`config.mk`:
```
export PLATFORM = sky130hd
export DESIGN_NAME = ste_queue
export DESIGN_NICKNAME = d
export VERILOG_FILES = /design/src/rtl/core/ste_pkg.sv /design/src/rtl/core/ste_queue.sv
export SDC_FILE = /design/constraint.sdc
export NUM_CORES = 1
export LEC_CHECK = 0
export BUFFER_PORTS_ARGS = -buffer_cell sky130_fd_sc_hd__buf_2
export CAP_MARGIN = 5
export CORE_AREA = 2 2 212 214
export CTS_BUF_LIST = sky130_fd_sc_hd__clkbuf_8
export DETAILED_ROUTE_END_ITERATION = 7
export DIE_AREA = 0 0 214 216
export GPL_TIMING_DRIVEN = 0
export PLACE_DENSITY_LB_ADDON = 0.2
export SYNTH_ARGS = -nofsm -noshare
export SYNTH_HDL_FRONTEND = slang
export SYNTH_SLANG_ARGS = --single-unit
```
`constraint.sdc`:
```
create_clock -name clk_i -period 5 [get_ports clk_i]
set_input_delay 0.75 -clock clk_i [delete_from_list [all_inputs] [get_ports clk_i]]
set_output_delay 0.75 -clock clk_i [all_outputs]
set_load 0.005 [all_outputs]
```
`src/rtl/core/ste_pkg.sv`:
```
package ste_pkg;

  localparam int unsigned POS_W      = 24;
  localparam int unsigned CFG_W      = 32;
  localparam int unsigned CFG_IDX_W  = 4;
  localparam int unsigned NUM_REGS   = 8;
  localparam int unsigned REG_IDX_W  = 3;

  localparam int unsigned FRAC_BITS   = 24;
  localparam int unsigned SHIFT_FRAC  = 16;
  localparam int unsigned BLOCK_LOG2  = 4;
  localparam int unsigned BLOCK_TEXELS = 16;
  localparam int unsigned EXTENT_LIMIT = 256;

  localparam int unsigned PROD_W   = POS_W + CFG_W;
  localparam int unsigned SHTERM_W = CFG_W + SHIFT_FRAC;
  localparam int unsigned PAIR_W   = PROD_W + 1;
  localparam int unsigned PROJ_W   = PROD_W + 2;
  localparam int unsigned BLK_SHIFT = FRAC_BITS + BLOCK_LOG2;
  localparam int unsigned BMIN_W   = PROJ_W - BLK_SHIFT;
  localparam int unsigned BMAX_W   = BMIN_W + 1;
  localparam int unsigned MIN_OUT_W = 32;
  localparam int unsigned EXT_OUT_W = 31;

  localparam logic signed [PROJ_W-1:0] LOW_INIT  = PROJ_W'(64'sd999999 * 64'sd16777216);
  localparam logic signed [PROJ_W-1:0] HIGH_INIT = PROJ_W'(-64'sd99999 * 64'sd16777216);
  localparam logic [PROJ_W:0] BLK_ROUND = (PROJ_W+1)'((64'd1 << BLK_SHIFT) - 64'd1);

  localparam logic [REG_IDX_W-1:0] REG_S_AXIS_X = 3'd0;
  localparam logic [REG_IDX_W-1:0] REG_S_AXIS_Y = 3'd1;
  localparam logic [REG_IDX_W-1:0] REG_S_AXIS_Z = 3'd2;
  localparam logic [REG_IDX_W-1:0] REG_S_SHIFT  = 3'd3;
  localparam logic [REG_IDX_W-1:0] REG_T_AXIS_X = 3'd4;
  localparam logic [REG_IDX_W-1:0] REG_T_AXIS_Y = 3'd5;
  localparam logic [REG_IDX_W-1:0] REG_T_AXIS_Z = 3'd6;
  localparam logic [REG_IDX_W-1:0] REG_T_SHIFT  = 3'd7;

  typedef struct packed {
    logic signed [POS_W-1:0] pos_x;
    logic signed [POS_W-1:0] pos_y;
    logic signed [POS_W-1:0] pos_z;
    logic                    last_vertex;
    logic                    unlimited_surface;
  } in_item_t;

  typedef struct packed {
    logic signed [MIN_OUT_W-1:0] tex_min_s;
    logic signed [MIN_OUT_W-1:0] tex_min_t;
    logic [EXT_OUT_W-1:0]        extent_s;
    logic [EXT_OUT_W-1:0]        extent_t;
    logic                        extent_error;
  } out_item_t;

  typedef struct packed {
    logic signed [CFG_W-1:0] x;
    logic signed [CFG_W-1:0] y;
    logic signed [CFG_W-1:0] z;
    logic signed [CFG_W-1:0] shift;
  } axis_t;

  typedef struct packed {
    logic signed [PROJ_W-1:0] vs;
    logic signed [PROJ_W-1:0] vt;
    logic                     last;
    logic                     unlimited;
  } q_entry_t;

endpackage

```
`src/rtl/core/ste_queue.sv`:
```
module ste_queue #(
  parameter int unsigned DEPTH = 4
) (
  input  logic              clk_i,
  input  logic              rst_ni,
  input  logic              push_valid_i,
  output logic              push_ready_o,
  input  ste_pkg::q_entry_t push_data_i,
  output logic              pop_valid_o,
  input  logic              pop_ready_i,
  output ste_pkg::q_entry_t pop_data_o
);
  import ste_pkg::*;

  localparam int unsigned PTR_W = (DEPTH > 1) ? $clog2(DEPTH) : 1;
  localparam int unsigned CNT_W = $clog2(DEPTH + 1);

  q_entry_t         mem_q [DEPTH];
  logic [PTR_W-1:0] wr_ptr_q, rd_ptr_q;
  logic [CNT_W-1:0] cnt_q;
  logic             push, pop;

  assign push_ready_o = cnt_q != CNT_W'(DEPTH);
  assign pop_valid_o  = cnt_q != '0;
  assign pop_data_o   = mem_q[rd_ptr_q];
  assign push         = push_valid_i && push_ready_o;
  assign pop          = pop_valid_o && pop_ready_i;

  always_ff @(posedge clk_i or negedge rst_ni) begin
    if (!rst_ni) begin
      wr_ptr_q <= '0;
      rd_ptr_q <= '0;
      cnt_q    <= '0;
    end else begin
      if (push) begin
        wr_ptr_q <= (wr_ptr_q == PTR_W'(DEPTH - 1)) ? '0 : wr_ptr_q + 1'b1;
      end
      if (pop) begin
        rd_ptr_q <= (rd_ptr_q == PTR_W'(DEPTH - 1)) ? '0 : rd_ptr_q + 1'b1;
      end
      if (push && !pop) begin
        cnt_q <= cnt_q + 1'b1;
      end else if (pop && !push) begin
        cnt_q <= cnt_q - 1'b1;
      end
    end
  end

  always_ff @(posedge clk_i) begin
    if (push) begin
      mem_q[wr_ptr_q] <= push_data_i;
    end
  end

endmodule

```
==> results of run 1 <==
## sequential cells by signal (all words and copies together), names as in the netlist
name / flops
mem_q: 472
wr_ptr_q: 2
cnt_q: 3
rd_ptr_q: 2
## stage by stage
step           std cells  power [W]  hold WS [ns]
2_1_floorplan        652    0.00761         0.447
3_3_place_gp        1485    0.00916         0.461
3_5_place_dp        1493    0.00923         0.471
4_1_cts             1630     0.0124         0.236
5_1_grt             1630     0.0128         0.266
6_report            1630     0.0121         0.327
## worst max-delay path by stage
stage	startpoint	to	cells after the start
after CTS	rd_ptr_q[1]	pop_data_o[81]	4
after global placement	push_valid_i	mem_q[3][5]	2
after detailed placement	rd_ptr_q[1]	pop_data_o[76]	4
final	rd_ptr_q[1]	pop_data_o[81]	4
after global routing	rd_ptr_q[1]	pop_data_o[58]	4
after floorplan	push_valid_i	mem_q[3][0]	1
## placed cells by master (no fill, tap or decap)
master / Yosys / final
and2_4: 1 / 1
and3_4: 0 / 4
buf_1: 7 / 7
buf_16: 0 / 8
buf_2: 8 / 249
buf_4: 10 / 10
bufinv_16: 0 / 1
clkbuf_1: 1 / 1
clkbuf_8: 0 / 86
clkinv_1: 0 / 16
clkinv_2: 0 / 6
clkinvlp_4: 0 / 2
dfrtp_1: 7 / 7
dlygate4sd3_1: 0 / 1
edfxtp_1: 472 / 472
fa_1: 1 / 1
ha_1: 6 / 6
inv_1: 3 / 27
inv_6: 0 / 1
mux2_2: 3 / 3
mux2_4: 2 / 2
mux4_2: 118 / 118
nand2_1: 1 / 1
nor2_1: 3 / 3
or3_2: 1 / 1
or3b_4: 1 / 1
xnor2_1: 1 / 1
xor2_1: 2 / 2
## report_power, final
| group | internal (W) | switching [W] | leakage, nW |
|---|---|---|---|
| sequential | 0.00530 | 0.000161 | 4.41 |
| combinational | 0.00170 | 0.00184 | 2.02 |
| clock | 0.00162 | 0.00146 | 0.814 |
| total | 0.00862 | 0.00346 | 7.24 |
## what timing repair did
action	4_1_cts	5_1_grt
endpoints found under the hold margin	7	0
hold buffers	1	0
setup endpoints to repair	0	0
## worst max-delay path, stage by stage (launching register included)
cell	delay [ns]
dfrtp_1	0.37
buf_2	0.39
buf_1	0.61
mux4_2	0.42
buf_2	0.15
## logic make-up (layout without fill, tap and decap cells)
logic type               count (synthesis)  in the layout
AND/OR/NAND/NOR                         11             11
multiplexers                           123            123
buffers and inverters                   29            415
adder cells (fa/ha/maj)                  7              7
flip-flops                             479            479
XOR/XNOR                                 3              3
## final cells by class
type	count	area [µm²]
clock inverters	50	234
multi-input cells	144	2930
well taps	592	741
plain buffers	26	145
flip-flops and latches	479	14300
inverters	3	11.3
fillers	3672	22800
repair buffers	250	1440
clock buffers	86	1180
## per-layer routing
metal,global-route usage,up-vias,routed length [µm]
met5,0,-,10
met4,0.0660,2,775
met3,0.0438,51,1970
met2,0.244,217,17300
met1,0.205,4226,15000
li1,-,3507,-
==> impl_metrics.ini, run 1 <==
[setup_path]
endpoint_kind = output port
crit_arrival_ns = 2.59
r2r-start = cnt_q[1]
critPathRequiredTime_ns = 4.25
crit_path_start_kind = register
rrSetupSlack_ns = 2.74
critPathKind = reg2out
cp_max_fo = 10
rr_worst_depth = 8
reg2reg_to = cnt_q[2]

[timing]
slew_viol_final = 0
min_period_ns = 3.34
worst_slew_pin_slew_ns = 0.730
fmax_ghz = 0.299
hold_violations = 0
post-route-period-util = 0.668
setup_slack_ns = 1.66
finClkSkew_ns = 0.0184
slew-limit-headroom = 0.513
fin_tns_setup_ns = 0
finalSetupViolations = 0
rsz0062_at_grt = no

[placed_design]
routabilityCongestion = 0.712
post-dp-hpwl_um = 21200
place_ws_ns = 2.29
place_area_um2 = 19600
portBuffers = 241

[logic_synthesis]
yosys_warnings = 0
synth_commonest_cells = 472 x edfxtp_1, 118 x mux4_2, 10 x buf_4
syn_inst = 652
synth_area_leader_cell = edfxtp_1
ys_ff_latch = 479
synth_cell_type_count = 20
synth-compound-area-share = 0
yosysTopAreaCellShare = 0.814
syn_area_um2 = 17400
synth.area.top_cells = edfxtp_1 81%, mux4_2 15%, dfrtp_1 1.0%
synthXorXnorAreaFrac = 0.00151
synth_top_family_by_area = multiplexers
synth-simple-area-share = 0.00417
yosys.area_share.adder = 0.00546
synth-async-reset-ratio = 0.0146
synth-main-ff-cell = edfxtp_1
syn_nets = 781
synthMuxAreaShare = 0.156
ys_seq_area_frac = 0.824
yosysMostFrequentCell = edfxtp_1
synth_area_per_cell_um2 = 26.7
synth_edf_count = 472

[clock_network]
numCtsBuffers = 81
cts_sinks = 479
clk_pin_slew_worst_paths_ns = 0.06
clk_latency_ns = 0.64
clock_path_buffers = 3
root_buffer = clkbuf_8
cts_tree = yes
ctsResizeCount = 0
h-tree-depth = 3
postCtsSetupBuffers = 0

[routing]
num_vias = 8003
viasPerCell = 4.91
drc_errors = 0
first_pass_iters = 5
wire_per_inst_um = 21.5
drt-initial-drc-count = 553
routed_wirelength_um = 35000
antenna_left = 0

[worst_hold_path]
whs_path_depth = 1
min_path_type = in2reg
worstHoldStart = push_data_i[61]
hold_end = mem_q[2][61]

[die]
dieArea_um2 = 46200
core_um2 = 43800
die_h_um = 216
ios = 242
placementRows = 77
die-width_um = 214
initial_core_util = 0.397

[status]
status = finished clean

[cells_and_area]
fin_area_um2 = 21000
drive_gt1_frac = 0.475
final_core_util = 0.480
nNetsFinal = 1114
num_antenna_cells = 0
area_growth_syn_to_layout_pct = 20.7

[grt]
grt_pass1_wl_um = 53400
track_usage = 0.156
grt-ovfl-total = 0
grt_pass1_vias = 8795
grt_max_degree = 54
antenna_found_initial = 1

[flow_run]
maxCapViolations = 0

[power]
p_per_area_nw_per_um2 = 575
leakagePower_nw = 7.24
ir_drop_uv = 307
Note: power is estimated with default switching activity, not from simulation.
==> run 2: changes to the inputs <==
clock period = 3.3 ns   (was 5 ns; I/O delays follow)
==> run 2 against run 1 <==
  * Sequential power is 51% higher
  * Worst setup slack worse by 1.4 ns
  * Clock skew is 0.0029 ns lower
  * Non-clock buffer count is 52 higher
  * Design area is 2.5% higher
  * Utilization is 1.2 points higher
  * Global-route usage is 0.24 points higher
  * Clock-buffer cell count stayed put
  * Largest cell class unchanged
  * Highest routed layer unchanged
==> impl_metrics.ini, run 2 (synthesized netlist as in run 1, its figures left out) <==
[status]
status = finished clean

[grt]
met3_usage = 0.0427
top_usage_layer = met2
track_usage = 0.158
grt_max_degree = 54
antenna_found_initial = 1
grt-ovfl-total = 0
gr-usage-met1 = 0.206
grt_pass1_wl_um = 54500
grtUsageMet2 = 0.251
grt_pass1_vias = 9221

[placed_design]
routabilityCongestion = 0.712
portBuffers = 241
place_ws_ns = 0.848
post-dp-hpwl_um = 21200

[routing]
routed_wirelength_um = 35400
num_vias = 8182
drt-initial-drc-count = 509
first_pass_iters = 7
viasPerCell = 4.86
antenna_left = 0
drc_errors = 0
wire_per_inst_um = 21.1

[clock_network]
clk_pin_slew_worst_paths_ns = 0.06
clock_path_buffers = 3
clk_latency_ns = 0.64
numCtsBuffers = 81
h-tree-depth = 3
cts_sinks = 479
cts_tree = yes
root_buffer = clkbuf_8

[setup_path]
crit_path_start_kind = register
crit_arrival_ns = 2.58
cp_max_fo = 10
slowest_stage = buf_1
critical_path_buf_inv_count = 3
cp_common_cell = buf_2
slowest_delay_ns = 0.60
endpoint_kind = output port
critPathKind = reg2out
path_cells = buf_2 -> buf_1 -> mux4_2 -> buf_2
critPathRequiredTime_ns = 2.80
crit_family = buffers and inverters

[timing]
setup_slack_ns = 0.229
post-route-period-util = 0.931
finClkSkew_ns = 0.0155
finalSetupViolations = 0
fmax_ghz = 0.326
rsz0062_at_grt = no
slew_viol_final = 0
hold_violations = 0
min_period_ns = 3.07
slew-limit-headroom = 0.523
fin_tns_setup_ns = 0
worst_slew_pin_slew_ns = 0.715

[die]
initial_core_util = 0.397
core_um2 = 43800
dieArea_um2 = 46200
die-width_um = 214
die_h_um = 216
ios = 242
placementRows = 77

[power]
p_per_area_nw_per_um2 = 852
leakagePower_nw = 7.45
finalPower_w = 0.0184
ir_drop_uv = 467

[cells_and_area]
regMostFlops = mem_q
reg_top3 = mem_q: 472 flops, cnt_q: 3 flops
fillers = 3635
nNetsFinal = 1166
largest_reg_flops = 472
layout_commonest_cell = edfxtp_1
drive_gt1_frac = 0.452
mostFrequentLayoutCells = 472 x edfxtp_1, 249 x buf_2, 118 x mux4_2
num_antenna_cells = 0
area_growth_syn_to_layout_pct = 23.7

[worst_hold_path]
min_path_type = in2reg

[flow_run]
maxCapViolations = 0
## run 2: area by class of cell
type                       instances  area [µm²]  share of cell area
multi-input combinational        144        2930               0.136
tap                              592         741              0.0344
inverter                           3        11.3            0.000523
buffer                            26         145             0.00673
clock buffer                      86        1180              0.0549
timing repair buffer             302        1960              0.0908
sequential                       479       14300               0.666
clock inverter                    50         234              0.0109
## run 2: per-layer routing
layer / vias to the layer above / share of wire / wire length, µm
met2: 206 / 0.49 / 17500
li1: 3612 / - / -
met4: 2 / 0.023 / 806
met1: 4307 / 0.43 / 15200
met5: - / 0.00028 / 10
met3: 55 / 0.053 / 1890
## run 2: stage by stage
stage,hold WS [ns],cell area [µm²],cells,utilization
after floorplan,0.199,17400,652,-
after global placement,0.340,19400,1485,0.442
after detailed placement,0.343,19600,1493,0.447
after CTS,0.0000676,21600,1682,0.492
after global routing,0.0253,21600,1682,0.492
final,0.0819,21600,1682,0.492
## run 2: final timing paths
kind | end | slack, ns | cells past startpoint | start
worst max-delay path | pop_data_o[81] | 0.23 | 4 | rd_ptr_q[1]
worst min-delay path | mem_q[0][84] | 0.08 | 1 | push_data_i[84]
worst max register to register | cnt_q[2] | 1.04 | 8 | cnt_q[1]
worst min register to register | cnt_q[2] | 0.48 | 1 | cnt_q[2]
max in group asynchronous | rd_ptr_q[1] | 2.90 | 2 | rst_ni
min in group asynchronous | cnt_q[1] | 0.23 | 2 | rst_ni
## run 2: power by group
| part | leakage [nW] | total [W] | switching (W) | internal, W |
|---|---|---|---|---|
| combinational | 2.23 | 0.00543 | 0.00281 | 0.00262 |
| sequential | 4.41 | 0.00827 | 0.000244 | 0.00802 |
| clock | 0.814 | 0.00467 | 0.00221 | 0.00246 |
| total | 7.45 | 0.0184 | 0.00527 | 0.0131 |
## run 2: repair_timing
item,in CTS,in global routing
hold endpoints to repair,166,0
buffers inserted,0,0
endpoints found under the setup margin,0,0
resized for setup,0,0
hold buffers,53,0
==> run 3: changes to the inputs <==
CORE_AREA = 8 8 218 220   (was 2 2 212 214)
DIE_AREA = 0 0 226 228   (was 0 0 214 216)
HOLD_SLACK_MARGIN = 0.03   (was default)
==> run 3 against run 2 <==
  * Fmax rose by 1.1%
  * Via count up 1.6%
  * Global-route usage decreased by 1.2 points
  * Design area is 2.9% higher
  * First-iteration DRC count decreased by 20%
  * Non-clock buffer count is 61 higher
  * Die area grew 11%
  * Clock-buffer cell count is the same
  * Sequential cell count unchanged
  * Register-to-register slack is essentially flat
  * Worst setup slack better by 0.034 ns
  * Critical path type unchanged
  * Largest cell class unchanged
  * Highest routed layer unchanged
==> impl_metrics.ini, run 3 (synthesized netlist as in run 1, its figures left out) <==
[routing]
dr_wl_met2_um = 18700
wire_per_inst_um = 21.3
antenna_left = 0
num_vias = 8311
drt-initial-drc-count = 407
viasPerCell = 4.78
highest_layer = met5
dr_wl_met3_um = 2450
drc_errors = 0
drt-met1-wl_um = 15300
first_pass_iters = 4
routed_wirelength_um = 37100

[placed_design]
post-dp-hpwl_um = 22700
routabilityCongestion = 0.672
placed_cells = 1493
portBuffers = 241
place_area_um2 = 19600

[grt]
grt-ovfl-total = 0
antenna_found_initial = 3
grt_max_degree = 54
grt_pass1_vias = 9305
track_usage = 0.146
grt_pass1_wl_um = 56500

[setup_path]
crit_path_start_kind = register
critPathRequiredTime_ns = 2.80
rr_worst_depth = 8
crit_arrival_ns = 2.54
critPathKind = reg2out
endpoint_kind = output port
cp_max_fo = 10

[power]
leakagePower_nw = 7.68
finalPower_w = 0.0186
ir_drop_uv = 714
p_per_area_nw_per_um2 = 837

[worst_hold_path]
whs_path_depth = 1
min_path_type = in2reg

[timing]
rsz0062_at_grt = no
whs_ns = 0.115
slew_viol_final = 0
fmax_ghz = 0.329
finalSetupViolations = 0
hold_violations = 0
finClkSkew_ns = 0.0205
slew-limit-headroom = 0.501
min_period_ns = 3.04
worst_slew_pin_slew_ns = 0.749
post-route-period-util = 0.920

[die]
dieArea_um2 = 51500
die-width_um = 226
core_um2 = 43800
ios = 242
initial_core_util = 0.397
die_h_um = 228
placementRows = 77

[cells_and_area]
fillers = 3552
fin_area_um2 = 22200
regMostFlops = mem_q
final_core_util = 0.506
ff_latch_area_um2 = 14300
drive_gt1_frac = 0.432
mostFrequentLayoutCells = 472 x edfxtp_1, 249 x buf_2, 118 x mux4_2
multi_input_area_um2 = 2930
layout_commonest_cell = edfxtp_1
nNetsFinal = 1225
fin_cells = 1740
largest_reg_flops = 472
area_growth_syn_to_layout_pct = 27.3
reg_top3 = mem_q: 472 flops, cnt_q: 3 flops

[clock_network]
cts_hold_buf = 114
h-tree-depth = 3
clk_latency_ns = 0.61
clk_pin_slew_worst_paths_ns = 0.06
root_buffer = clkbuf_8
ctsResizeCount = 0
cts_tree = yes
numCtsBuffers = 79
postCtsSetupBuffers = 0
cts_sinks = 479
clock_path_buffers = 3

[status]
status = finished clean

[flow_run]
maxCapViolations = 0
run 3: cell count changes in the layout (fill, tap and decap cells not counted), sizes merged:
cell / before / now
inv: 28 / 21
clkinvlp: 2 / 4
diode: 0 / 1
bufinv: 1 / 2
dlygate4sd3: 53 / 114
run 3: final timing paths:
kind | from | endpoint | slack, ns
hold / removal | push_data_i[9] | mem_q[0][9] | 0.12
min in group asynchronous | rst_ni | cnt_q[2] | 0.25
setup reg to reg | cnt_q[1] | cnt_q[2] | 1.04
max in group asynchronous | rst_ni | cnt_q[0] | 2.88
hold reg to reg | cnt_q[2] | cnt_q[2] | 0.50
setup / recovery | rd_ptr_q[1] | pop_data_o[77] | 0.26
run 3: where the power goes:
| part | internal [W] | leakage [nW] | total, W | switching [W] |
|---|---|---|---|---|
| clock network | 0.00254 | 0.794 | 0.00476 | 0.00222 |
| logic | 0.00267 | 2.48 | 0.00554 | 0.00287 |
| registers | 0.00802 | 4.41 | 0.00827 | 0.000245 |
| total | 0.0132 | 7.68 | 0.0186 | 0.00534 |
run 3: area by class of cell:
class / instances / area share
diodes: 1 / 0.000113
inverters: 3 / 0.000508
plain buffers: 26 / 0.00655
multi-input cells: 144 / 0.132
clock inverters: 46 / 0.0114
flip-flops and latches: 479 / 0.647
well taps: 592 / 0.0334
clock buffers: 86 / 0.0534
repair buffers: 363 / 0.115
run 3: layer usage:
metal,GRT usage,vias to the layer above
li1,-,3727
met1,0.183,4320
met2,0.237,217
met3,0.0439,43
met4,0.0548,4
met5,0,-
run 3: worst max-delay path: stages (launching register included):
cell and delay [ns]:
dfrtp_1 0.36, buf_2 0.36, buf_1 0.61, mux4_2 0.43, buf_2 0.15
run 3: metrics by stage:
step | setup TNS (ns) | worst slack [ns]
6_report | 0 | 0.263
3_5_place_dp | 0 | 0.801
2_1_floorplan | 0 | 0.741
3_3_place_gp | -248.25 | -0.566
5_1_grt | 0 | 0.0181
4_1_cts | 0 | 0.0875
