File: src/rtl/core/ste_pkg.sv
package ste_pkg;

  localparam int unsigned POS_W      = 24;
  localparam int unsigned CFG_W      = 32;
  localparam int unsigned CFG_IDX_W  = 4;
  localparam int unsigned NUM_REGS   = 8;
  localparam int unsigned REG_IDX_W  = 3;

  localparam int unsigned FRAC_BITS   = 24;
  localparam int unsigned SHIFT_FRAC  = 16;
  localparam int unsigned BLOCK_LOG2  = 4;
  localparam int unsigned BLOCK_TEXELS = 16;
  localparam int unsigned EXTENT_LIMIT = 256;

  localparam int unsigned PROD_W   = POS_W + CFG_W;
  localparam int unsigned SHTERM_W = CFG_W + SHIFT_FRAC;
  localparam int unsigned PAIR_W   = PROD_W + 1;
  localparam int unsigned PROJ_W   = PROD_W + 2;
  localparam int unsigned BLK_SHIFT = FRAC_BITS + BLOCK_LOG2;
  localparam int unsigned BMIN_W   = PROJ_W - BLK_SHIFT;
  localparam int unsigned BMAX_W   = BMIN_W + 1;
  localparam int unsigned MIN_OUT_W = 32;
  localparam int unsigned EXT_OUT_W = 31;

  localparam logic signed [PROJ_W-1:0] LOW_INIT  = PROJ_W'(64'sd999999 * 64'sd16777216);
  localparam logic signed [PROJ_W-1:0] HIGH_INIT = PROJ_W'(-64'sd99999 * 64'sd16777216);
  localparam logic [PROJ_W:0] BLK_ROUND = (PROJ_W+1)'((64'd1 << BLK_SHIFT) - 64'd1);

  localparam logic [REG_IDX_W-1:0] REG_S_AXIS_X = 3'd0;
  localparam logic [REG_IDX_W-1:0] REG_S_AXIS_Y = 3'd1;
  localparam logic [REG_IDX_W-1:0] REG_S_AXIS_Z = 3'd2;
  localparam logic [REG_IDX_W-1:0] REG_S_SHIFT  = 3'd3;
  localparam logic [REG_IDX_W-1:0] REG_T_AXIS_X = 3'd4;
  localparam logic [REG_IDX_W-1:0] REG_T_AXIS_Y = 3'd5;
  localparam logic [REG_IDX_W-1:0] REG_T_AXIS_Z = 3'd6;
  localparam logic [REG_IDX_W-1:0] REG_T_SHIFT  = 3'd7;

  typedef struct packed {
    logic signed [POS_W-1:0] pos_x;
    logic signed [POS_W-1:0] pos_y;
    logic signed [POS_W-1:0] pos_z;
    logic                    last_vertex;
    logic                    unlimited_surface;
  } in_item_t;

  typedef struct packed {
    logic signed [MIN_OUT_W-1:0] tex_min_s;
    logic signed [MIN_OUT_W-1:0] tex_min_t;
    logic [EXT_OUT_W-1:0]        extent_s;
    logic [EXT_OUT_W-1:0]        extent_t;
    logic                        extent_error;
  } out_item_t;

  typedef struct packed {
    logic signed [CFG_W-1:0] x;
    logic signed [CFG_W-1:0] y;
    logic signed [CFG_W-1:0] z;
    logic signed [CFG_W-1:0] shift;
  } axis_t;

  typedef struct packed {
    logic signed [PROJ_W-1:0] vs;
    logic signed [PROJ_W-1:0] vt;
    logic                     last;
    logic                     unlimited;
  } q_entry_t;

endpackage

File: src/rtl/core/ste_back.sv
module ste_back (
  input  logic               clk_i,
  input  logic               rst_ni,
  input  logic               ent_valid_i,
  output logic               ent_ready_o,
  input  ste_pkg::q_entry_t  ent_i,
  output logic               out_valid_o,
  input  logic               out_ready_i,
  output ste_pkg::out_item_t out_data_o
);
  import ste_pkg::*;

  localparam int unsigned DIFF_W = BMAX_W + 1;
  localparam int unsigned MIN_W  = BMIN_W + BLOCK_LOG2;
  localparam int unsigned EXT_W  = DIFF_W + BLOCK_LOG2;

  function automatic logic signed [MIN_OUT_W-1:0] sat_min(input logic signed [MIN_W-1:0] m);
    if (!m[MIN_W-1] && |m[MIN_W-2:MIN_OUT_W-1]) begin
      return {1'b0, {(MIN_OUT_W-1){1'b1}}};
    end else if (m[MIN_W-1] && !(&m[MIN_W-2:MIN_OUT_W-1])) begin
      return {1'b1, {(MIN_OUT_W-1){1'b0}}};
    end
    return m[MIN_OUT_W-1:0];
  endfunction

  function automatic logic [EXT_OUT_W-1:0] sat_ext(input logic signed [EXT_W-1:0] e);
    if (e[EXT_W-1]) begin
      return EXT_OUT_W'(BLOCK_TEXELS);
    end else if (|e[EXT_W-2:EXT_OUT_W]) begin
      return '1;
    end else if (e[EXT_OUT_W-1:0] < EXT_OUT_W'(BLOCK_TEXELS)) begin
      return EXT_OUT_W'(BLOCK_TEXELS);
    end
    return e[EXT_OUT_W-1:0];
  endfunction

  function automatic logic is_big(input logic signed [EXT_W-1:0] e);
    return !e[EXT_W-1] && (e[EXT_W-2:0] > (EXT_W-1)'(EXTENT_LIMIT));
  endfunction

  logic signed [PROJ_W-1:0] lo_s_q, hi_s_q, lo_t_q, hi_t_q;
  logic signed [PROJ_W-1:0] lo_s_d, hi_s_d, lo_t_d, hi_t_d;

  logic                     f1_v_q, f2_v_q, out_v_q;
  logic signed [PROJ_W-1:0] f1_lo_s_q, f1_hi_s_q, f1_lo_t_q, f1_hi_t_q;
  logic                     f1_unl_q;
  logic signed [BMIN_W-1:0] bmin_s_q, bmin_t_q;
  logic signed [BMAX_W-1:0] bmax_s_q, bmax_t_q;
  logic                     f2_unl_q;
  out_item_t                out_q, res;

  logic             out_free, f2_acc, f1_acc, pop;
  logic [PROJ_W:0]  hc_s, hc_t;
  logic signed [DIFF_W-1:0] diff_s, diff_t;
  logic signed [EXT_W-1:0]  ext_s, ext_t;
  logic signed [MIN_W-1:0]  min_s, min_t;

  assign out_free    = !out_v_q || out_ready_i;
  assign f2_acc      = !f2_v_q || out_free;
  assign f1_acc      = !f1_v_q || f2_acc;
  assign ent_ready_o = !ent_i.last || f1_acc;
  assign pop         = ent_valid_i && ent_ready_o;

  always_comb begin
    lo_s_d = (ent_i.vs < lo_s_q) ? ent_i.vs : lo_s_q;
    hi_s_d = (ent_i.vs > hi_s_q) ? ent_i.vs : hi_s_q;
    lo_t_d = (ent_i.vt < lo_t_q) ? ent_i.vt : lo_t_q;
    hi_t_d = (ent_i.vt > hi_t_q) ? ent_i.vt : hi_t_q;
  end

  assign hc_s = (PROJ_W+1)'(f1_hi_s_q) + BLK_ROUND;
  assign hc_t = (PROJ_W+1)'(f1_hi_t_q) + BLK_ROUND;

  always_comb begin
    diff_s = DIFF_W'(bmax_s_q) - DIFF_W'(bmin_s_q);
    diff_t = DIFF_W'(bmax_t_q) - DIFF_W'(bmin_t_q);
    ext_s  = {diff_s, {BLOCK_LOG2{1'b0}}};
    ext_t  = {diff_t, {BLOCK_LOG2{1'b0}}};
    min_s  = {bmin_s_q, {BLOCK_LOG2{1'b0}}};
    min_t  = {bmin_t_q, {BLOCK_LOG2{1'b0}}};
    res.tex_min_s    = sat_min(min_s);
    res.tex_min_t    = sat_min(min_t);
    res.extent_s     = sat_ext(ext_s);
    res.extent_t     = sat_ext(ext_t);
    res.extent_error = !f2_unl_q && (is_big(ext_s) || is_big(ext_t));
  end

  always_ff @(posedge clk_i or negedge rst_ni) begin
    if (!rst_ni) begin
      lo_s_q  <= LOW_INIT;
      lo_t_q  <= LOW_INIT;
      hi_s_q  <= HIGH_INIT;
      hi_t_q  <= HIGH_INIT;
      f1_v_q  <= 1'b0;
      f2_v_q  <= 1'b0;
      out_v_q <= 1'b0;
    end else begin
      if (pop) begin
        if (ent_i.last) begin
          lo_s_q <= LOW_INIT;
          lo_t_q <= LOW_INIT;
          hi_s_q <= HIGH_INIT;
          hi_t_q <= HIGH_INIT;
        end else begin
          lo_s_q <= lo_s_d;
          lo_t_q <= lo_t_d;
          hi_s_q <= hi_s_d;
          hi_t_q <= hi_t_d;
        end
      end
      if (f1_acc) begin
        f1_v_q <= pop && ent_i.last;
      end
      if (f2_acc) begin
        f2_v_q <= f1_v_q;
      end
      if (out_free) begin
        out_v_q <= f2_v_q;
      end
    end
  end

  always_ff @(posedge clk_i) begin
    if (f1_acc && pop && ent_i.last) begin
      f1_lo_s_q <= lo_s_d;
      f1_hi_s_q <= hi_s_d;
      f1_lo_t_q <= lo_t_d;
      f1_hi_t_q <= hi_t_d;
      f1_unl_q  <= ent_i.unlimited;
    end
    if (f2_acc && f1_v_q) begin
      bmin_s_q <= f1_lo_s_q[PROJ_W-1:BLK_SHIFT];
      bmin_t_q <= f1_lo_t_q[PROJ_W-1:BLK_SHIFT];
      bmax_s_q <= hc_s[PROJ_W:BLK_SHIFT];
      bmax_t_q <= hc_t[PROJ_W:BLK_SHIFT];
      f2_unl_q <= f1_unl_q;
    end
    if (out_free && f2_v_q) begin
      out_q <= res;
    end
  end

  assign out_valid_o = out_v_q;
  assign out_data_o  = out_q;

endmodule

File: config.mk
export PLATFORM = sky130hd
export DESIGN_NAME = ste_back
export DESIGN_NICKNAME = d
export VERILOG_FILES = /design/src/rtl/core/ste_pkg.sv /design/src/rtl/core/ste_back.sv
export SDC_FILE = /design/constraint.sdc
export NUM_CORES = 1
export LEC_CHECK = 0
export BUFFER_PORTS_ARGS = -buffer_cell sky130_fd_sc_hd__buf_2
export CORE_MARGIN = 3
export CORE_UTILIZATION = 50
export CTS_CLUSTER_SIZE = 25
export DETAILED_ROUTE_END_ITERATION = 8
export GPL_TIMING_DRIVEN = 0
export HOLD_SLACK_MARGIN = 0.15
export PLACE_DENSITY = 0.7
export SETUP_SLACK_MARGIN = 0.4
export SLEW_MARGIN = 40
export SYNTH_ARGS = -nofsm -noshare
export SYNTH_HDL_FRONTEND = slang
export SYNTH_SLANG_ARGS = --single-unit
File: constraint.sdc
create_clock -name clk_i -period 9.05 [get_ports clk_i]
set_clock_uncertainty 0.2 [all_clocks]
set_input_delay 0.4525 -clock clk_i [delete_from_list [all_inputs] [get_ports clk_i]]
set_output_delay 0.4525 -clock clk_i [all_outputs]
set_load 0.02 [all_outputs]
==> results of run 1 <==
-- final cells by class --
class / instances / area [sq um]
fillers: 5905 / 28400
flip-flops and latches: 650 / 18400
multi-input cells: 2239 / 15400
repair buffers: 384 / 2780
clock buffers: 97 / 2000
inverters: 351 / 1330
well taps: 940 / 1180
plain buffers: 161 / 693
clock inverters: 32 / 353
diodes: 11 / 27.5
-- registers in the layout (all words and copies together), names as in the netlist --
name	count
f1_hi_s_q	58
f1_lo_s_q	30
lo_t_q	58
bmax_s_q	31
f1_v_q	1
hi_t_q	58
hi_s_q	58
out_valid_o	1
f1_lo_t_q	30
bmax_t_q	31
f1_unl_q	1
out_data_o	115
f1_hi_t_q	58
bmin_t_q	30
bmin_s_q	30
lo_s_q	58
f2_unl_q	1
f2_v_q	1
-- metal layers --
layer	track usage, %	part of all wire, %
met1	35.6	45
met2	38.8	45
met3	4.52	6.8
met4	8.67	3.2
met5	0	0.12
-- per-stage QoR --
stage	power, W	util [%]
global route	0.0110	59.8
global placement	0.00735	54.2
detailed placement	0.00743	54.7
finish	0.0104	59.8
floorplan	0.00640	-
CTS	0.0104	59.7
-- final timing paths --
path                               start           to
min                        f1_lo_s_q[32]  bmin_s_q[4]
min reg2reg                f1_lo_s_q[32]  bmin_s_q[4]
min in group asynchronous         rst_ni   hi_t_q[54]
max reg2reg                   lo_s_q[41]   lo_s_q[54]
max                            ent_i[97]   lo_s_q[54]
max in group asynchronous         rst_ni   lo_s_q[33]
-- cells by family after synthesis --
family / synth area share [%]
and+or+nand+nor: 11.3
adders and majority gates: 10.3
AOI/OAI and AO/OA: 16.9
DFF: 51.5
muxes: 1.80
buffers and inverters: 5.62
xor gates and xnor gates: 2.57
-- worst register-to-register path, cell delays in order, from the launching register on --
cell and delay, ns:
sky130_fd_sc_hd__dfstp_2 0.51, sky130_fd_sc_hd__inv_1 0.06, sky130_fd_sc_hd__ha_1 0.30, sky130_fd_sc_hd__nand4_1 0.13, sky130_fd_sc_hd__nor4_1 0.75, sky130_fd_sc_hd__nand2_1 0.15, sky130_fd_sc_hd__or4_1 0.45, sky130_fd_sc_hd__a31oi_1 0.46
sky130_fd_sc_hd__o31ai_1 0.15, sky130_fd_sc_hd__mux2i_1 0.21, sky130_fd_sc_hd__o21ai_1 0.36, sky130_fd_sc_hd__clkbuf_1 0.64, sky130_fd_sc_hd__buf_1 0.53, sky130_fd_sc_hd__a22o_1 0.24
-- power by group --
group / switching [W] / total (W) / internal (W)
registers: 0.000281 / 0.00421 / 0.00393
logic: 0.00205 / 0.00327 / 0.00122
clock network: 0.00120 / 0.00292 / 0.00173
total: 0.00353 / 0.0104 / 0.00687
-- what timing repair did --
| action | 4_1_cts | 5_1_grt |
|---|---|---|
| endpoints found under the setup margin | 0 | 0 |
| hold buffers | 121 | 0 |
| endpoints found under the hold margin | 504 | 0 |
| resized for setup | 0 | 0 |
-- cells in the final DEF (no fill, tap or decap), types with 26 or more instances in the layout --
master,netlist,layout
sky130_fd_sc_hd__clkbuf_16,0,74
sky130_fd_sc_hd__dfstp_2,74,74
sky130_fd_sc_hd__o21ai_0,251,251
sky130_fd_sc_hd__a21oi_1,170,169
sky130_fd_sc_hd__a22oi_1,46,46
sky130_fd_sc_hd__nor4_1,27,27
sky130_fd_sc_hd__dlygate4sd3_1,0,120
sky130_fd_sc_hd__mux2_2,51,51
sky130_fd_sc_hd__buf_2,15,264
sky130_fd_sc_hd__o211ai_1,34,34
sky130_fd_sc_hd__dfrtp_1,161,161
sky130_fd_sc_hd__o22ai_1,26,26
sky130_fd_sc_hd__xor2_1,48,48
sky130_fd_sc_hd__xnor2_1,57,57
sky130_fd_sc_hd__edfxtp_1,415,415
sky130_fd_sc_hd__clkbuf_1,123,140
sky130_fd_sc_hd__nand4_1,64,64
sky130_fd_sc_hd__nor2_1,91,91
sky130_fd_sc_hd__nand3_1,114,114
sky130_fd_sc_hd__nand2_1,426,426
sky130_fd_sc_hd__a22o_1,82,82
sky130_fd_sc_hd__a21o_1,128,128
sky130_fd_sc_hd__inv_1,350,349
sky130_fd_sc_hd__ha_1,292,292
==> out/qor.yml, run 1 <==
die_area_sq_um: 74800
path_max_fanout: 10
yosys_most_used_dff: "sky130_fd_sc_hd__edfxtp_1"
clkSlewWorstSetupHoldPaths_ns: 0.06
number_of_buffers_inserted_by_port_buffering: 250
synthesis.instances: 3401
first_global_vias: 26611
routed_via_density: 5.62
finish.instance_area_sq_um: 42200
worst_endpoint_required_time_ns: 9.38
chipHeight_um: 274
post_cts_setup_buffer_count: 0
chipWidth_um: 274
htree_num_levels: 3
coreArea_sq_um: 70500
initial_core_util_pct: 50.8
synth.top_cells.by_count: "426 x sky130_fd_sc_hd__nand2_1, 415 x sky130_fd_sc_hd__edfxtp_1, 350 x sky130_fd_sc_hd__inv_1, 292 x sky130_fd_sc_hd__ha_1, 251 x sky130_fd_sc_hd__o21ai_0"
finalWorstPathRequiredPeriod_ns: 5.27
number_of_pins_with_negative_max_slew_slack_in_the_final_report: 0
syn_area_sq_um: 35800
timing.final.hold_violations: 0
dpl_worst_slack_ns: 3.76
cp_num_cells: 14
power.static_leakage_nw: 18.2
tightestPinTransition_ns: 0.831
hold_depth: 0
num_vias: 27354
critPathLaunchType: "primary input"
cts.root.buffer_cell: "sky130_fd_sc_hd__clkbuf_16"
grt_start_max_net_pins: 72
synth_nets: 3817
globalplace.congestion: 0.899
clock.fmax_mhz: 190
arrival_ns: 5.60
design.final.nets: 4273
placed_cells_incl_taps: 4604
placed_cell_area_sq_um: 38600
worst_path_max_delay_cell: "sky130_fd_sc_hd__nor4_1"
cts_sinks: 650
cts_made_buffers: 70
drt_first_pass_iters: 5
synth.avg_cell_area_sq_um: 10.5
global_route_total_usage_across_every_layer_pct: 25.1
cts-root-to-sink-buffers: 3
drive_above_1_share_pct: 14.4
ys_ff_latch: 650
yosys_warnings: 0
worst_skew_pair.late_latency_ns: 0.61
layout.cells.non_filler: 4865
synth-edff-count: 415
worst_case_hold_slack_ns: 0.210
max-cap-violations: 0
floorplan.rows: 97
synthDominantAreaCellType: "sky130_fd_sc_hd__edfxtp_1"
peakVddDrop_mv: 0.148
asyncSetResetFlopFracSynth_pct: 36.2
synthMostInstantiatedCell: "sky130_fd_sc_hd__nand2_1"
pwr_density_cell_nw_per_um2: 247
share_of_the_clock_period_used_by_the_worst_path_pct: 58.2
status: "complete, no violations"
worst_setup_path_end_kind: "register"
drt-total-wl_um: 94200
final.setup.tns_ns: 0
grt_pass1_wl_um: 148000
antenna_found_initial: 19
yosysSeqAreaShare_pct: 51.5
avgRoutedWirePerCell_um: 19.4
postLayoutSetupSlackWorst_ns: 3.78
rsz0062_at_grt: "false"
synth_top_area_share_pct: 34.8
cts_tree: "yes"
dr.first_iter.drc_count: 2193
io-pin-count: 251
relSlewSlack_pct: 44.1
synthToLayoutAreaGrowth_pct: 17.8
reg2reg_setup_slack_ns: 3.84
cells_on_worst_reg2reg_path: 13
synth.area.top_cells: "sky130_fd_sc_hd__edfxtp_1 35%, sky130_fd_sc_hd__dfrtp_1 11%, sky130_fd_sc_hd__ha_1 10%"
timing.critical_path.buf_inv: 4
timing_worst_setup_path_type: "primary input to register"
max_stage_delay_ns: 0.75
remaining_drcs: 0
report.final.setup_viol: 0
crit_family: "buffers and inverters"
worstHoldPathType: "register to register"
ant_nets: 0
dp_hpwl_um: 69700
post_synthesis_cell_type_count: 88
gr-total-overflow: 0
cp_cell_sequence: "dlygate4sd3_1 -> buf_2 -> ha_1 -> nand4_1 -> nor4_1 -> nand2_1 -> or4_1 -> a31oi_1 -> o31ai_1 -> mux2i_1 -> o21ai_1 -> clkbuf_1 -> buf_1 -> a22o_1"
Power figures use the tool's default switching activity.
==> inputs of run 2 (changes only) <==
--- a/config.mk
+++ b/config.mk
@@ -12,7 +12,7 @@
 export DETAILED_ROUTE_END_ITERATION = 8
 export GPL_TIMING_DRIVEN = 0
 export HOLD_SLACK_MARGIN = 0.15
-export PLACE_DENSITY = 0.7
+export PLACE_DENSITY = 0.73
 export SETUP_SLACK_MARGIN = 0.4
 export SLEW_MARGIN = 40
 export SYNTH_ARGS = -nofsm -noshare
==> constraint.sdc (replaced) <==
create_clock -name clk_i -period 4.5 [get_ports clk_i]
set_clock_uncertainty 0.2 [all_clocks]
set_input_delay 0.225 -clock clk_i [delete_from_list [all_inputs] [get_ports clk_i]]
set_output_delay 0.225 -clock clk_i [all_outputs]
set_load 0.02 [all_outputs]
==> run 2 against run 1 <==
  * Non-clock buffer count grew 26
  * Critical path depth up 1
  * Flip-flop and latch count stayed put
  * Critical endpoint is now out_data_o[59]
  * Via count grew 2.1%
  * Core utilization up 1.1 points
  * Hold slack worse by 0.010 ns
  * Power rose by 100%
  * Highest routed layer unchanged
  * First-iteration DRC count increased by 17%
==> out/qor.yml, run 2 (synthesis gave the netlist of run 1 again) <==
synthToLayoutAreaGrowth_pct: 20.0
arrival_ns: 4.14
tightestPinTransition_ns: 0.840
dr.first_iter.drc_count: 2571
pwr_density_cell_nw_per_um2: 493
drt_first_pass_iters: 5
rsz0062_at_grt: "true"
remaining_drcs: 0
multiInputGateArea_sq_um: 15700
worstHoldPathType: "primary input to register"
antenna_found_initial: 17
reg2reg_to: "out_data_o[59]"
grt_start_max_net_pins: 66
floorplan.rows: 97
layout.cells.non_filler: 4891
timing_worst_setup_path_type: "register to register"
routed_via_density: 5.71
cts_sinks: 650
max-cap-violations: 0
globalplace.congestion: 0.903
gr-total-overflow: 0
reg2reg_setup_slack_ns: 0.49
report.final.setup_viol: 0
worst_setup_path_end_kind: "register"
area.sequential_sq_um: 18400
coreArea_sq_um: 70500
dp_hpwl_um: 70000
path_max_fanout: 10
critPathLaunchType: "register"
clkSlewWorstSetupHoldPaths_ns: 0.06
mostFrequentLayoutCell: "sky130_fd_sc_hd__nand2_1"
cts.root.buffer_cell: "sky130_fd_sc_hd__clkbuf_16"
clock.fmax_mhz: 250
htree_num_levels: 3
critical_path.reg2reg.startpoint: "bmin_s_q[6]"
finalWorstPathRequiredPeriod_ns: 4.01
global_route_total_usage_across_every_layer_pct: 25.2
chipHeight_um: 274
timing.hold.worst_endpoint: "f1_unl_q"
design.final.nets: 4299
number_of_pins_with_negative_max_slew_slack_in_the_final_report: 0
number_of_buffers_inserted_by_port_buffering: 250
most-common-layout-cells: "425 x sky130_fd_sc_hd__nand2_1, 415 x sky130_fd_sc_hd__edfxtp_1, 346 x sky130_fd_sc_hd__inv_1, 291 x sky130_fd_sc_hd__ha_1, 259 x sky130_fd_sc_hd__buf_2"
initial_core_util_pct: 50.8
dpl_worst_slack_ns: -0.690
ant_nets: 0
power.total_w: 0.0212
min_from: "ent_i[0]"
num_vias: 27933
relSlewSlack_pct: 43.6
drt-total-wl_um: 95500
status: "complete, no violations"
worst_skew_pair.late_latency_ns: 0.61
share_of_the_clock_period_used_by_the_worst_path_pct: 89.1
cts_tree: "yes"
worst_endpoint_required_time_ns: 4.63
first_global_vias: 26900
drive_above_1_share_pct: 17.5
cts-root-to-sink-buffers: 3
grt_pass1_wl_um: 150000
peakVddDrop_mv: 0.282
timing.final.hold_violations: 0
power.static_leakage_nw: 18.6
postLayoutSetupSlackWorst_ns: 0.493
chipWidth_um: 274
final.setup.tns_ns: 0
cts_made_buffers: 70
die_area_sq_um: 74800
fillers: 5676
io-pin-count: 251
max_ffs_per_register: 115
cells_on_worst_reg2reg_path: 15
placed_cells_incl_taps: 4610
hold_depth: 2
avgRoutedWirePerCell_um: 19.5
## run 2: worst max-delay path by stage
| stage | from | end | slack (ns) | depth (start not counted) |
|---|---|---|---|---|
| final | bmin_s_q[6] | out_data_o[59] | 0.49 | 15 |
| after global routing | bmin_s_q[6] | out_data_o[46] | 0.34 | 15 |
| after CTS | hi_t_q[35] | f1_hi_t_q[15] | 0.40 | 13 |
| after detailed placement | lo_s_q[40] | lo_s_q[50] | -0.69 | 13 |
| after global placement | rst_ni | out_valid_o | -1.87 | 1 |
| after floorplan | out_valid_o | out_data_o[0] | 0.28 | 2 |
## run 2: cell type report
| type | instances | area share [%] |
|---|---|---|
| Tap cell | 940 | 2.74 |
| Sequential cell | 650 | 42.9 |
| Buffer | 161 | 1.95 |
| Timing Repair Buffer | 410 | 7.25 |
| Multi-Input combinational cell | 2239 | 36.6 |
| Antenna cell | 11 | 0.0641 |
| Clock buffer | 90 | 4.50 |
| Inverter | 351 | 3.08 |
| Clock inverter | 39 | 0.886 |
## run 2: power breakdown
group          internal, W  switching, W  leakage (nW)
Sequential         0.00790      0.000569          6.79
Combinational      0.00266       0.00423          10.7
Clock              0.00340       0.00241          1.12
Total               0.0140       0.00722          18.6
## run 2: worst max-delay path: stages (launching register included)
cell and delay (ns):
sky130_fd_sc_hd__edfxtp_1 0.41, sky130_fd_sc_hd__inv_1 0.09, sky130_fd_sc_hd__ha_1 0.23, sky130_fd_sc_hd__clkbuf_2 0.19, sky130_fd_sc_hd__a21o_1 0.25, sky130_fd_sc_hd__or3_1 0.34, sky130_fd_sc_hd__o211a_1 0.26, sky130_fd_sc_hd__nor2_4 0.13
sky130_fd_sc_hd__a21oi_1 0.13, sky130_fd_sc_hd__o2111ai_2 0.24, sky130_fd_sc_hd__a31oi_1 0.19, sky130_fd_sc_hd__a2111oi_2 0.43, sky130_fd_sc_hd__a21o_1 0.19, sky130_fd_sc_hd__buf_4 0.19, sky130_fd_sc_hd__clkbuf_4 0.20, sky130_fd_sc_hd__a21oi_1 0.07
## run 2: stage by stage
| stage | util [%] | area, sq um | hold WS (ns) |
|---|---|---|---|
| after detailed placement | 54.9 | 38700 | 0.0393 |
| after global routing | 60.9 | 42900 | 0.206 |
| after global placement | 54.2 | 38200 | 0.201 |
| after CTS | 60.3 | 42500 | 0.184 |
| after floorplan | - | 35800 | -0.271 |
| final | 60.9 | 43000 | 0.200 |
## run 2: timing repair
action,in CTS,in global routing
pin swaps,10,24
resized for setup,54,157
gates cloned,0,0
buffers inserted,8,10
setup endpoints to repair,267,346
hold buffers,123,0
hold endpoints to repair,607,0
## run 2: metal layers
metal	track usage (%)	wire [um]	share of wire, %
met1	35.3	42100	44
met4	8.65	3060	3.2
met5	0	69	0.072
met3	4.13	6560	6.9
met2	39.9	43800	46
